File: src/rtl/syr_pkg.sv
// ============================================================================
// syr_pkg: shared definitions for the token reorder block
// Field widths and the codes carried by input and result words.
// ============================================================================
`default_nettype none

package syr_pkg;

    localparam int TOKEN_KIND_W  = 3;
    localparam int TOKEN_VALUE_W = 32;
    localparam int PRIO_W        = 4;
    localparam int OUT_KIND_W    = 2;
    localparam int ERR_W         = 2;

    typedef logic [TOKEN_KIND_W-1:0] token_kind_t;
    typedef logic [OUT_KIND_W-1:0]   out_kind_t;
    typedef logic [ERR_W-1:0]        err_code_t;
    typedef logic [PRIO_W-1:0]       prio_t;

    // Input token kinds; codes above TK_END are ignored.
    localparam token_kind_t TK_OPERAND  = 3'd0;
    localparam token_kind_t TK_LEFT     = 3'd1;
    localparam token_kind_t TK_RIGHT    = 3'd2;
    localparam token_kind_t TK_OPERATOR = 3'd3;
    localparam token_kind_t TK_END      = 3'd4;

    // Result kinds.
    localparam out_kind_t OK_OPERAND  = 2'd0;
    localparam out_kind_t OK_OPERATOR = 2'd1;
    localparam out_kind_t OK_END      = 2'd2;
    localparam out_kind_t OK_ERROR    = 2'd3;

    // Error codes.
    localparam err_code_t ERR_NONE      = 2'd0;
    localparam err_code_t ERR_TOO_LONG  = 2'd1;
    localparam err_code_t ERR_UNMATCHED = 2'd2;

endpackage

`default_nettype wire

File: src/rtl/syr_token_if.sv
// ============================================================================
// syr_token_if: input token channel
// Valid/ready channel carrying one infix token word.
// ============================================================================
`default_nettype none

interface syr_token_if import syr_pkg::*; ();

    logic        valid;
    logic        ready;
    token_kind_t token_kind;
    logic [TOKEN_VALUE_W-1:0] token_value;
    prio_t       token_priority;

    modport source (output valid, output token_kind, output token_value,
                    output token_priority, input ready);
    modport sink   (input valid, input token_kind, input token_value,
                    input token_priority, output ready);

endinterface

`default_nettype wire

File: src/rtl/syr_result_if.sv
// ============================================================================
// syr_result_if: result channel
// Valid/ready channel carrying one reordered token or status word.
// ============================================================================
`default_nettype none

interface syr_result_if import syr_pkg::*; ();

    logic      valid;
    logic      ready;
    out_kind_t out_kind;
    logic [TOKEN_VALUE_W-1:0] out_value;
    prio_t     out_priority;
    err_code_t error_code;
    logic      last_of_run;

    modport source (output valid, output out_kind, output out_value,
                    output out_priority, output error_code, output last_of_run,
                    input ready);
    modport sink   (input valid, input out_kind, input out_value,
                    input out_priority, input error_code, input last_of_run,
                    output ready);

endinterface

`default_nettype wire

File: src/rtl/shunting_yard_token_reorder.sv
// ============================================================================
// shunting_yard_token_reorder: infix to reverse Polish token reordering
// Operator stack in a synchronous memory, one stack entry handled per cycle unless the result stalls.
// ============================================================================
// Tokens arrive in infix order on the token channel and leave in reverse Polish
// order on the result channel. Operands pass straight through; operators and
// left brackets are kept on a stack held in a single synchronous memory of
// STACK_DEPTH entries, whose top entry is always waiting in the registered read
// port. An operand or a left bracket is handled in the decode state. An
// operator, a right bracket or an end marker goes on to the popping state,
// which pops its operators one by one, as the stack memory yields one entry
// per cycle while the result channel is not stalled. Results sit in an
// output register, so a new token is taken while the last word still waits.
// last_of_run marks the final word caused by a token. Errors (an expression of
// more than STACK_DEPTH tokens, or an unmatched bracket) give one error word;
// after a too-long or unmatched right bracket error every token is dropped up
// to and including the next end marker. Stack entries are never cleared, only
// the depth is reset, so no clearing pass is needed after reset.
`default_nettype none

module shunting_yard_token_reorder
    import syr_pkg::*;
#(
    parameter int STACK_DEPTH = 32,
    parameter int VALUE_WIDTH = 32
)(
    input  wire logic   clk,
    input  wire logic   rst_n,
    syr_token_if.sink   token,
    syr_result_if.source result
);

    // Stored payload width: the port carries at most TOKEN_VALUE_W bits.
    localparam int SW = (VALUE_WIDTH < TOKEN_VALUE_W) ? VALUE_WIDTH : TOKEN_VALUE_W;
    localparam int DW = $clog2(STACK_DEPTH + 1);
    localparam int AW = $clog2(STACK_DEPTH);

    localparam logic [1:0] ST_IDLE   = 2'd0;
    localparam logic [1:0] ST_DECODE = 2'd1;
    localparam logic [1:0] ST_POP    = 2'd2;

    typedef struct packed {
        logic          bracket;
        prio_t         prio;
        logic [SW-1:0] value;
    } entry_t;

    // Control state.
    logic [1:0]    state_reg, state_next;
    logic [DW-1:0] depth_reg, depth_next;
    logic [DW-1:0] count_reg, count_next;
    logic          discard_reg, discard_next;
    logic          hold_valid_reg, hold_valid_next;
    logic          out_valid_reg;

    // Payload state.
    token_kind_t   tok_kind_reg;
    logic [SW-1:0] tok_value_reg;
    prio_t         tok_prio_reg;
    entry_t        hold_reg, hold_next;
    entry_t        rd_data_reg;
    out_kind_t     out_kind_reg;
    logic [TOKEN_VALUE_W-1:0] out_value_reg;
    prio_t         out_prio_reg;
    err_code_t     out_err_reg;
    logic          out_last_reg;

    // Stack memory.
    entry_t        stack_mem [STACK_DEPTH];
    logic          mem_we;
    logic [AW-1:0] wr_addr;
    entry_t        mem_wdata;
    logic          rd_en;
    logic [AW-1:0] rd_addr;
    logic [DW-1:0] rd_ptr;

    // Output load.
    logic          out_load;
    out_kind_t     ld_kind;
    logic [TOKEN_VALUE_W-1:0] ld_value;
    prio_t         ld_prio;
    err_code_t     ld_err;
    logic          ld_last;

    // Per-cycle decisions of the popping loop.
    logic          out_free;
    logic          top_empty;
    logic          step_pop;
    logic          step_res;
    out_kind_t     res_kind;
    err_code_t     res_err;
    logic          do_finish;

    assign token.ready  = (state_reg == ST_IDLE);
    assign out_free     = !out_valid_reg || result.ready;
    assign top_empty    = (depth_reg == '0);

    assign result.valid        = out_valid_reg;
    assign result.out_kind     = out_kind_reg;
    assign result.out_value    = out_value_reg;
    assign result.out_priority = out_prio_reg;
    assign result.error_code   = out_err_reg;
    assign result.last_of_run  = out_last_reg;

    // Classify the current stack top against the token being worked on.
    always_comb
    begin
        step_pop = 1'b0;
        step_res = 1'b0;
        res_kind = OK_END;
        res_err  = ERR_NONE;
        case (tok_kind_reg)
            TK_OPERATOR:
            begin
                step_pop = !top_empty && !rd_data_reg.bracket &&
                           (tok_prio_reg <= rd_data_reg.prio);
            end
            TK_RIGHT:
            begin
                if (top_empty)
                begin
                    step_res = 1'b1;
                    res_kind = OK_ERROR;
                    res_err  = ERR_UNMATCHED;
                end
                else
                begin
                    step_pop = !rd_data_reg.bracket;
                end
            end
            default:
            begin
                // End marker.
                if (top_empty)
                begin
                    step_res = 1'b1;
                end
                else if (rd_data_reg.bracket)
                begin
                    step_res = 1'b1;
                    res_kind = OK_ERROR;
                    res_err  = ERR_UNMATCHED;
                end
                else
                begin
                    step_pop = 1'b1;
                end
            end
        endcase
    end

    always_comb
    begin
        state_next      = state_reg;
        depth_next      = depth_reg;
        count_next      = count_reg;
        discard_next    = discard_reg;
        hold_valid_next = hold_valid_reg;
        hold_next       = hold_reg;
        mem_we          = 1'b0;
        wr_addr         = depth_reg[AW-1:0];
        mem_wdata       = '{bracket: 1'b0, prio: tok_prio_reg, value: tok_value_reg};
        out_load        = 1'b0;
        ld_kind         = OK_OPERAND;
        ld_value        = '0;
        ld_prio         = '0;
        ld_err          = ERR_NONE;
        ld_last         = 1'b0;
        do_finish       = 1'b0;

        case (state_reg)
            ST_IDLE:
            begin
                if (token.valid)
                begin
                    state_next = ST_DECODE;
                end
            end

            ST_DECODE:
            begin
                case (tok_kind_reg)
                    TK_END:
                    begin
                        if (discard_reg)
                        begin
                            discard_next = 1'b0;
                            depth_next   = '0;
                            count_next   = '0;
                            state_next   = ST_IDLE;
                        end
                        else
                        begin
                            state_next = ST_POP;
                        end
                    end
                    TK_OPERAND, TK_LEFT, TK_RIGHT, TK_OPERATOR:
                    begin
                        if (discard_reg)
                        begin
                            state_next = ST_IDLE;
                        end
                        else if (count_reg >= DW'(STACK_DEPTH))
                        begin
                            if (out_free)
                            begin
                                out_load     = 1'b1;
                                ld_kind      = OK_ERROR;
                                ld_err       = ERR_TOO_LONG;
                                ld_last      = 1'b1;
                                discard_next = 1'b1;
                                state_next   = ST_IDLE;
                            end
                        end
                        else if (tok_kind_reg == TK_OPERAND)
                        begin
                            if (out_free)
                            begin
                                out_load   = 1'b1;
                                ld_kind    = OK_OPERAND;
                                ld_value   = TOKEN_VALUE_W'(tok_value_reg);
                                ld_last    = 1'b1;
                                count_next = count_reg + 1'b1;
                                state_next = ST_IDLE;
                            end
                        end
                        else if (tok_kind_reg == TK_LEFT)
                        begin
                            count_next = count_reg + 1'b1;
                            if (depth_reg < DW'(STACK_DEPTH))
                            begin
                                mem_we            = 1'b1;
                                mem_wdata.bracket = 1'b1;
                                mem_wdata.prio    = '0;
                                depth_next        = depth_reg + 1'b1;
                            end
                            state_next = ST_IDLE;
                        end
                        else
                        begin
                            count_next = count_reg + 1'b1;
                            state_next = ST_POP;
                        end
                    end
                    default:
                    begin
                        state_next = ST_IDLE;
                    end
                endcase
            end

            ST_POP:
            begin
                // A popped operator waits in the hold register until the
                // next step shows whether it is the last word of the token.
                if (hold_valid_reg)
                begin
                    if (out_free)
                    begin
                        out_load = 1'b1;
                        ld_kind  = OK_OPERATOR;
                        ld_value = TOKEN_VALUE_W'(hold_reg.value);
                        ld_prio  = hold_reg.prio;
                        if (step_pop)
                        begin
                            hold_next  = rd_data_reg;
                            depth_next = depth_reg - 1'b1;
                        end
                        else if (step_res)
                        begin
                            hold_valid_next = 1'b0;
                        end
                        else
                        begin
                            ld_last         = 1'b1;
                            hold_valid_next = 1'b0;
                            do_finish       = 1'b1;
                        end
                    end
                end
                else if (step_pop)
                begin
                    hold_next       = rd_data_reg;
                    hold_valid_next = 1'b1;
                    depth_next      = depth_reg - 1'b1;
                end
                else if (step_res)
                begin
                    if (out_free)
                    begin
                        out_load  = 1'b1;
                        ld_kind   = res_kind;
                        ld_err    = res_err;
                        ld_last   = 1'b1;
                        do_finish = 1'b1;
                    end
                end
                else
                begin
                    do_finish = 1'b1;
                end

                if (do_finish)
                begin
                    state_next = ST_IDLE;
                    case (tok_kind_reg)
                        TK_OPERATOR:
                        begin
                            if (depth_reg < DW'(STACK_DEPTH))
                            begin
                                mem_we     = 1'b1;
                                depth_next = depth_reg + 1'b1;
                            end
                        end
                        TK_RIGHT:
                        begin
                            if (step_res)
                            begin
                                discard_next = 1'b1;
                            end
                            else
                            begin
                                // Drop the matching left bracket.
                                depth_next = depth_reg - 1'b1;
                            end
                        end
                        default:
                        begin
                            depth_next = '0;
                            count_next = '0;
                        end
                    endcase
                end
            end

            default:
            begin
                state_next = ST_IDLE;
            end
        endcase
    end

    // The read port always fetches the entry that will be on top next cycle.
    assign rd_ptr  = depth_next - 1'b1;
    assign rd_addr = rd_ptr[AW-1:0];
    assign rd_en   = (depth_next != '0);

    always_ff @(posedge clk)
    begin
        if (mem_we)
        begin
            stack_mem[wr_addr] <= mem_wdata;
        end
        if (rd_en)
        begin
            // A push makes the new entry the top: forward it past the memory.
            if (mem_we && (wr_addr == rd_addr))
            begin
                rd_data_reg <= mem_wdata;
            end
            else
            begin
                rd_data_reg <= stack_mem[rd_addr];
            end
        end
    end

    always_ff @(posedge clk or negedge rst_n)
    begin
        if (!rst_n)
        begin
            state_reg      <= ST_IDLE;
            depth_reg      <= '0;
            count_reg      <= '0;
            discard_reg    <= 1'b0;
            hold_valid_reg <= 1'b0;
            out_valid_reg  <= 1'b0;
        end
        else
        begin
            state_reg      <= state_next;
            depth_reg      <= depth_next;
            count_reg      <= count_next;
            discard_reg    <= discard_next;
            hold_valid_reg <= hold_valid_next;
            if (out_load)
            begin
                out_valid_reg <= 1'b1;
            end
            else if (result.ready)
            begin
                out_valid_reg <= 1'b0;
            end
        end
    end

    always_ff @(posedge clk)
    begin
        if (token.valid && token.ready)
        begin
            tok_kind_reg  <= token.token_kind;
            tok_value_reg <= token.token_value[SW-1:0];
            tok_prio_reg  <= token.token_priority;
        end
        hold_reg <= hold_next;
        if (out_load)
        begin
            out_kind_reg  <= ld_kind;
            out_value_reg <= ld_value;
            out_prio_reg  <= ld_prio;
            out_err_reg   <= ld_err;
            out_last_reg  <= ld_last;
        end
    end

    // The stack can never hold more entries than the counted tokens.
    a_depth_within_count: assert property (@(posedge clk) disable iff (!rst_n)
        (depth_reg <= count_reg) && (count_reg <= DW'(STACK_DEPTH)))
        else $error("stack depth exceeds token count or limit");

    // A held operator exists only inside the popping loop.
    a_hold_only_in_pop: assert property (@(posedge clk) disable iff (!rst_n)
        (state_reg != ST_POP) |-> !hold_valid_reg)
        else $error("held operator outside popping loop");

    // Every error word closes the run of its token.
    a_error_is_last: assert property (@(posedge clk) disable iff (!rst_n)
        (out_valid_reg && (out_kind_reg == OK_ERROR)) |-> out_last_reg)
        else $error("error word without last_of_run");

    // A freshly loaded word never overwrites one that is still waiting.
    a_no_overwrite: assert property (@(posedge clk) disable iff (!rst_n)
        (out_load && out_valid_reg) |-> result.ready)
        else $error("result word overwritten while stalled");

endmodule

`default_nettype wire

File: src/flat_wrapper.sv
// flat-port wrapper written by rule: the top's interface ports become plain ports
module shunting_yard_token_reorder_flat import syr_pkg::*;
#(
    parameter int STACK_DEPTH = 32,
    parameter int VALUE_WIDTH = 32
)
  (clk, rst_n, token_valid, token_token_kind, token_token_value, token_token_priority, token_ready, result_valid, result_out_kind, result_out_value, result_out_priority, result_error_code, result_last_of_run, result_ready);
  syr_token_if token_i ();
  syr_result_if result_i ();
  input  wire logic clk;
  input  wire logic rst_n;
  input wire logic [$bits(token_i.valid)-1:0] token_valid;
  input wire logic [$bits(token_i.token_kind)-1:0] token_token_kind;
  input wire logic [$bits(token_i.token_value)-1:0] token_token_value;
  input wire logic [$bits(token_i.token_priority)-1:0] token_token_priority;
  output wire logic [$bits(token_i.ready)-1:0] token_ready;
  output wire logic [$bits(result_i.valid)-1:0] result_valid;
  output wire logic [$bits(result_i.out_kind)-1:0] result_out_kind;
  output wire logic [$bits(result_i.out_value)-1:0] result_out_value;
  output wire logic [$bits(result_i.out_priority)-1:0] result_out_priority;
  output wire logic [$bits(result_i.error_code)-1:0] result_error_code;
  output wire logic [$bits(result_i.last_of_run)-1:0] result_last_of_run;
  input wire logic [$bits(result_i.ready)-1:0] result_ready;
  assign token_i.valid = token_valid;
  assign token_i.token_kind = token_token_kind;
  assign token_i.token_value = token_token_value;
  assign token_i.token_priority = token_token_priority;
  assign token_ready = token_i.ready;
  assign result_valid = result_i.valid;
  assign result_out_kind = result_i.out_kind;
  assign result_out_value = result_i.out_value;
  assign result_out_priority = result_i.out_priority;
  assign result_error_code = result_i.error_code;
  assign result_last_of_run = result_i.last_of_run;
  assign result_i.ready = result_ready;
  shunting_yard_token_reorder #(.STACK_DEPTH(STACK_DEPTH), .VALUE_WIDTH(VALUE_WIDTH)) u_core (.clk(clk), .rst_n(rst_n), .token(token_i), .result(result_i));
endmodule
File: config.mk
export PLATFORM = sky130hd
export DESIGN_NAME = shunting_yard_token_reorder_flat
export DESIGN_NICKNAME = d
export VERILOG_FILES = /design/src/rtl/syr_pkg.sv /design/src/rtl/syr_token_if.sv /design/src/rtl/syr_result_if.sv /design/src/rtl/shunting_yard_token_reorder.sv /design/src/flat_wrapper.sv
export SDC_FILE = /design/constraint.sdc
export NUM_CORES = 1
export LEC_CHECK = 0
export BUFFER_PORTS_ARGS = -buffer_cell sky130_fd_sc_hd__buf_2
export CORE_MARGIN = 1.5
export CORE_UTILIZATION = 30
export CTS_BUF_LIST = sky130_fd_sc_hd__clkbuf_8
export CTS_CLUSTER_SIZE = 8
export DETAILED_ROUTE_END_ITERATION = 10
export PLACE_DENSITY = 0.49
export SLEW_MARGIN = 20
export SYNTH_ARGS = -nofsm -noshare
export SYNTH_HDL_FRONTEND = slang
export SYNTH_SLANG_ARGS = --single-unit
File: constraint.sdc
create_clock -name clk -period 9.1 [get_ports clk]
set_clock_uncertainty 0.05 [all_clocks]
set_input_delay 1.365 -clock clk [delete_from_list [all_inputs] [get_ports clk]]
set_output_delay 1.365 -clock clk [all_outputs]
set_load 0.02 [all_outputs]
==> results of run 1 <==
[power by group through the flow]
stage               Clock (mW)  Combinational, mW  Sequential (mW)
floorplan                    0               6.90             8.06
global placement             0               9.68             8.07
detailed placement           0               9.74             8.09
CTS                       5.07               9.78             7.96
global route              5.32               10.4             7.93
finish                    4.92               9.75             7.90
[per-stage QoR]
step	cell area, sq um	instances	power (mW)
after floorplan	52900	2480	15.0
after global placement	56500	4829	17.7
after detailed placement	56600	4831	17.8
after CTS	60600	5227	22.8
after global routing	60800	5239	23.7
final	60800	5242	22.6
[layer usage]
layer  GRT usage  part of all wire  routed length, um
met5           0                 0                  0
met4      0.0493             0.024               3570
met3      0.0313             0.061               9070
met2       0.268              0.49              72100
met1       0.220              0.43              63300
[cell type report]
type	count	share of cell area
multi-input combinational	964	0.195
clock buffer	227	0.0514
timing repair buffer	171	0.0214
antenna	4	0.000165
inverter	28	0.00185
clock inverter	169	0.0149
sequential	1354	0.667
tap	2325	0.0478
[worst max-delay path by stage]
stage,startpoint,endpoint,slack (ns),cells past startpoint
3_3_place_gp,result_ready,u_core.rd_data_reg[25]$_DFFE_PP_,2.50,15
5_1_grt,u_core.depth_reg[3]$_DFF_PN0_,u_core.rd_data_reg[24]$_DFFE_PP_,2.13,13
4_1_cts,u_core.depth_reg[3]$_DFF_PN0_,u_core.rd_data_reg[24]$_DFFE_PP_,2.65,13
6_report,u_core.depth_reg[3]$_DFF_PN0_,u_core.rd_data_reg[24]$_DFFE_PP_,2.71,13
2_1_floorplan,result_ready,u_core.rd_data_reg[33]$_DFFE_PP_,3.38,20
3_5_place_dp,result_ready,u_core.rd_data_reg[27]$_DFFE_PP_,2.39,15
[cells in the mapped netlist (7+ instances only)]
cell | instances | area (sq um)
nor2_1 | 82 | 308
a22oi_1 | 32 | 240
o21ai_0 | 25 | 125
o22ai_1 | 38 | 238
nand3_1 | 13 | 65.1
nand2_1 | 62 | 233
ha_1 | 15 | 188
a221o_1 | 34 | 340
a21oi_1 | 19 | 95.1
o21ai_1 | 33 | 165
nand2b_1 | 12 | 75.1
mux4_2 | 296 | 6670
mux2_2 | 76 | 856
or3_1 | 7 | 43.8
buf_2 | 39 | 195
and2_1 | 12 | 75.1
dfrtp_1 | 17 | 425
buf_4 | 22 | 165
nor3_1 | 13 | 65.1
and3_1 | 8 | 50.1
mux2i_1 | 74 | 741
inv_1 | 22 | 82.6
clkbuf_1 | 71 | 267
edfxtp_1 | 1337 | 40100
[kinds of logic after synthesis]
group,Yosys count
AND/OR/NAND/NOR,248
buffers and inverters,162
flip-flops,1354
adder cells (fa/ha/maj),15
multiplexers,446
XOR/XNOR,7
AO/OA/AOI/OAI,248
[critical path: stages (launching register included)]
cell and delay (ns):
dfrtp_1 0.68, or3_1 0.74, o21ai_2 0.40, o21a_1 0.43
a21oi_1 0.16, a311o_1 0.44, inv_8 0.35, buf_4 0.71
buf_4 0.79, mux4_2 0.61, mux2_2 0.29, o22ai_1 0.15
a221o_1 0.14, o21ai_1 0.06
==> results.cfg, run 1 <==
[layout]
drive_gt1_frac = 0.298
syn_to_final_growth_pct = 15.0
utilization = 0.348
final_nets = 2800
multi_input_area_sq_mm = 0.0119
final_common_cell = edfxtp_1
nFillCells = 16300
final_cell_mix = edfxtp_1, mux4_2, clkbuf_8
largest_reg_flops = 1184
seqCellArea_sq_mm = 0.0406

[timing]
slew_violations = 0
worstMarginPinSlew_ns = 1.11
tns_ns = 0
relSlewSlack = 0.256
holdWs_ns = 0.335
period_needed_ns = 6.39
hold_viol_final = 0
setup_violations = 0
fmax_ghz = 0.157
rsz0062_at_grt = no
fin_crit_sh = 0.702
timing.final.ws_setup_ns = 2.71

[floorplanning]
io_pins = 86
die_h_um = 423
num_rows = 153
die-area_sq_mm = 0.179
fp.coreArea_sq_mm = 0.175
die_x_um = 423
start_util = 0.303

[synthesis]
seq_area_frac_synth = 0.767
synth-async-reset-ratio = 0.0126
synth_xor_area_frac = 0.00142
netlist_instances = 2480
synthSimpleGateAreaFrac = 0.0228
synth_ff_type = edfxtp_1
synthesis.nets = 2538
avgSynthCellArea_sq_um = 21.3
synthAdderAreaFrac = 0.00355
synth_compound_area_frac = 0.0347
syn_area_sq_mm = 0.0529
yosysUniqueCellTypes = 80
synth_edf_count = 1337
ys_ff_latch = 1354
synthMuxAreaShare = 0.156
synth_top_family_by_area = multiplexers
synth_warnings = 0

[global_route]
grt_max_degree = 102
grt_pass1_wl_um = 208000
grt_pass1_vias = 27500
antenna_found_initial = 5
grt_use_total = 0.164
overflow = 0

[power_and_ir_drop]
clock_power_share = 0.218
powerDensity_mw_per_mm2 = 371
seq_power_share = 0.350
ir_drop_mv = 0.917
combPwrFrac = 0.432
internal_power_mw = 14.4
sw_frac_of_total = 0.361
p_leak_nw = 19.2
p_sw_mw = 8.14

[clocking]
cts_tree = built
cts.sinks = 1354
clockRootBuffer = clkbuf_8
cts_inserted_buffers = 223
clk_pin_slew_ns = 0.05
htree_levels = 4
clockBufferDepth = 3
cts_resized = 0
cts_hold_buffers = 0
postCtsSetupBuffers = 0
clock_latency_ns = 0.95

[setup_path]
worst-r2r-setup-slack_ns = 2.71
reg2reg_to = u_core.rd_data_reg[24]$_DFFE_PP_
crit_type = reg -> reg
cp.required_ns = 9.69
reg2reg_depth = 13
worstSetupEndpointType = register
crit_fanout = 43
cp-start-kind = register
r2r_start = u_core.depth_reg[3]$_DFF_PN0_
cp.arrival_ns = 6.98

[placed_design]
place.gp.congestion = 0.789
dpl.hpwl_um = 73600
dp_worst_setup_slack_ns = 2.39
port_buffers = 85

[routing]
wire_per_inst_um = 28.3
drt-initial-drc-count = 2661
first_pass_iters = 5
route.detailed.drc = 0
viasPerCell = 5.07
vias = 26600
ant_nets = 0
drt-total-wl_um = 148000

[min_path]
hold_path_class = in -> async

[status]
status = finished, final reports clean

[job]
drv_cap = 0
Note: power is estimated with default switching activity, not from simulation.
==> run 2: changes to the inputs <==
- PLACE_DENSITY: 0.49 -> 0.51
- clock period: 9.1 -> 5.6 ns (I/O delays scaled with it)
==> run 2 against run 1 <==
  * Die area is the same
  * Combinational power is 69% higher
  * Cell count up 1.3%
  * Sequential share of layout area down 0.96 points
  * Via count up 0.22%
  * First-iteration DRC count down 5.6%
  * Sequential cell count stayed put
  * Power rose by 64%
  * Highest routed layer is now met5
==> results.cfg, run 2 (synthesized netlist as in run 1, its figures left out) <==
[floorplanning]
num_rows = 153
io_pins = 86
fp.coreArea_sq_mm = 0.175
die-area_sq_mm = 0.179
die_h_um = 423
start_util = 0.303
die_x_um = 423

[timing]
hold_viol_final = 0
worstMarginPinSlew_ns = 1.07
slew_violations = 0
tns_ns = 0
period_needed_ns = 5.33
relSlewSlack = 0.285
fin_crit_sh = 0.952
fmax_ghz = 0.188
setup_violations = 0
rsz0062_at_grt = no
timing.final.ws_setup_ns = 0.271
holdWs_ns = 0.219

[job]
drv_cap = 0

[power_and_ir_drop]
ir_drop_mv = 0.843
p_leak_nw = 19.6
powerDensity_mw_per_mm2 = 601

[setup_path]
crit_fanout = 23
cp.arrival_ns = 6.09
crit_type = reg -> reg
worst-r2r-setup-slack_ns = 0.27
cp-start-kind = register
cp.required_ns = 6.36
reg2reg_to = u_core.rd_data_reg[34]$_DFFE_PP_
reg2reg_depth = 17
r2r_start = u_core.depth_reg[0]$_DFF_PN0_
worstSetupEndpointType = register

[placed_design]
port_buffers = 85
place.gp.congestion = 0.842
dp_worst_setup_slack_ns = 0.0966
dpl.hpwl_um = 77000
dp_cells = 4877
placed_cell_area_sq_mm = 0.0572

[layout]
fin_area_sq_mm = 0.0617
final_cell_mix = edfxtp_1, mux4_2, clkbuf_8
final_common_cell = edfxtp_1
final_nets = 2876
layoutNonFillerInstCount = 5310
nFillCells = 16200
syn_to_final_growth_pct = 16.7
largest_reg_flops = 1184
drive_gt1_frac = 0.306

[clocking]
cts_tree = built
htree_levels = 4
postCtsSetupBuffers = 0
clockRootBuffer = clkbuf_8
cts.sinks = 1354
clk_pin_slew_ns = 0.07
cts_inserted_buffers = 219
clock_latency_ns = 0.95
clockBufferDepth = 3

[global_route]
gr-usage-met3 = 0.0292
grt_pass1_vias = 28000
grt_use_total = 0.158
grtUsageMet1 = 0.211
grt_pass1_wl_um = 204000
grt_max_degree = 98
busiest_layer = met2
grt_util_met2 = 0.264
antenna_found_initial = 4
overflow = 0

[min_path]
hold_path_class = in -> reg
hold_end = u_core.state_reg[1]$_DFFE_PN0P_
min_from = token_valid
min_path_cells = 4

[routing]
ant_nets = 0
vias = 26600
viasPerCell = 5.01
drt-initial-drc-count = 2511
wire_per_inst_um = 26.9
route.detailed.drc = 0
drt-total-wl_um = 143000
first_pass_iters = 5

[status]
status = finished, final reports clean
## run 2: cell types whose count changed in the layout (fill, tap and decap cells not counted), sizes merged
cell	before	now
diode	4	1
bufinv	6	5
inv	116	112
dlygate4sd3	0	40
buf	171	211
clkbuf	227	221
clkinvlp	2	8
clkinv	73	69
## run 2: how the worst max path moves through the flow
| stage | depth (start not counted) | end | slack [ns] | from |
|---|---|---|---|---|
| 2_1_floorplan | 23 | u_core.rd_data_reg[33]$_DFFE_PP_ | 0.21 | u_core.depth_reg[0]$_DFF_PN0_ |
| 6_report | 17 | u_core.rd_data_reg[34]$_DFFE_PP_ | 0.27 | u_core.depth_reg[0]$_DFF_PN0_ |
| 4_1_cts | 17 | u_core.rd_data_reg[34]$_DFFE_PP_ | 0.03 | u_core.depth_reg[0]$_DFF_PN0_ |
| 3_3_place_gp | 18 | u_core.rd_data_reg[34]$_DFFE_PP_ | 0.32 | u_core.rd_data_reg[35]$_DFFE_PP_ |
| 5_1_grt | 17 | u_core.rd_data_reg[34]$_DFFE_PP_ | 0.04 | u_core.depth_reg[0]$_DFF_PN0_ |
| 3_5_place_dp | 17 | u_core.rd_data_reg[34]$_DFFE_PP_ | 0.1 | u_core.depth_reg[0]$_DFF_PN0_ |
## run 2: timing repair
action / 4_1_cts / 5_1_grt
endpoints found under the setup margin: 0 / 25
endpoints found under the hold margin: 56 / 0
resized for setup: 0 / 4
hold buffers: 40 / 0
## run 2: through the flow
stage          power, mW  utilization
2_1_floorplan       24.3            -
3_3_place_gp        29.4        0.328
3_5_place_dp        29.6        0.328
4_1_cts             37.6        0.353
5_1_grt             38.9        0.353
6_report            37.1        0.353
## run 2: routing by layer
| layer | wire, um | share of wire |
|---|---|---|
| met1 | 61800 | 0.43 |
| met2 | 70300 | 0.49 |
| met3 | 7640 | 0.053 |
| met4 | 3270 | 0.023 |
| met5 | 12 | 0.000084 |
## run 2: critical path, cell delays in order, from the launching register on
cell and delay (ns):
dfrtp_1 0.57, inv_1 0.18, ha_1 0.31, nor3b_2 0.20
a211o_1 0.33, o211ai_2 0.10, o211ai_1 0.23, a221o_1 0.41
a41oi_4 0.36, ha_4 0.21, inv_1 0.08, or3b_4 0.43
or3_1 0.50, o211ai_4 0.17, buf_6 0.32, o22ai_1 0.16
a221oi_1 0.34, mux2_2 0.23
## run 2: power breakdown
part | internal [mW] | switching, mW
clock | 3.90 | 3.95
sequential | 12.5 | 0.291
combinational | 7.39 | 9.11
total | 23.8 | 13.3
## run 2: cell type report
class	count	area, sq um	area share
inverters	28	113	0.00183
multi-input cells	964	11900	0.193
repair buffers	251	2260	0.0367
flip-flops and latches	1354	40600	0.658
clock buffers	221	3040	0.0493
well taps	2325	2910	0.0471
clock inverters	166	900	0.0146
diodes	1	2.50	0.0000406
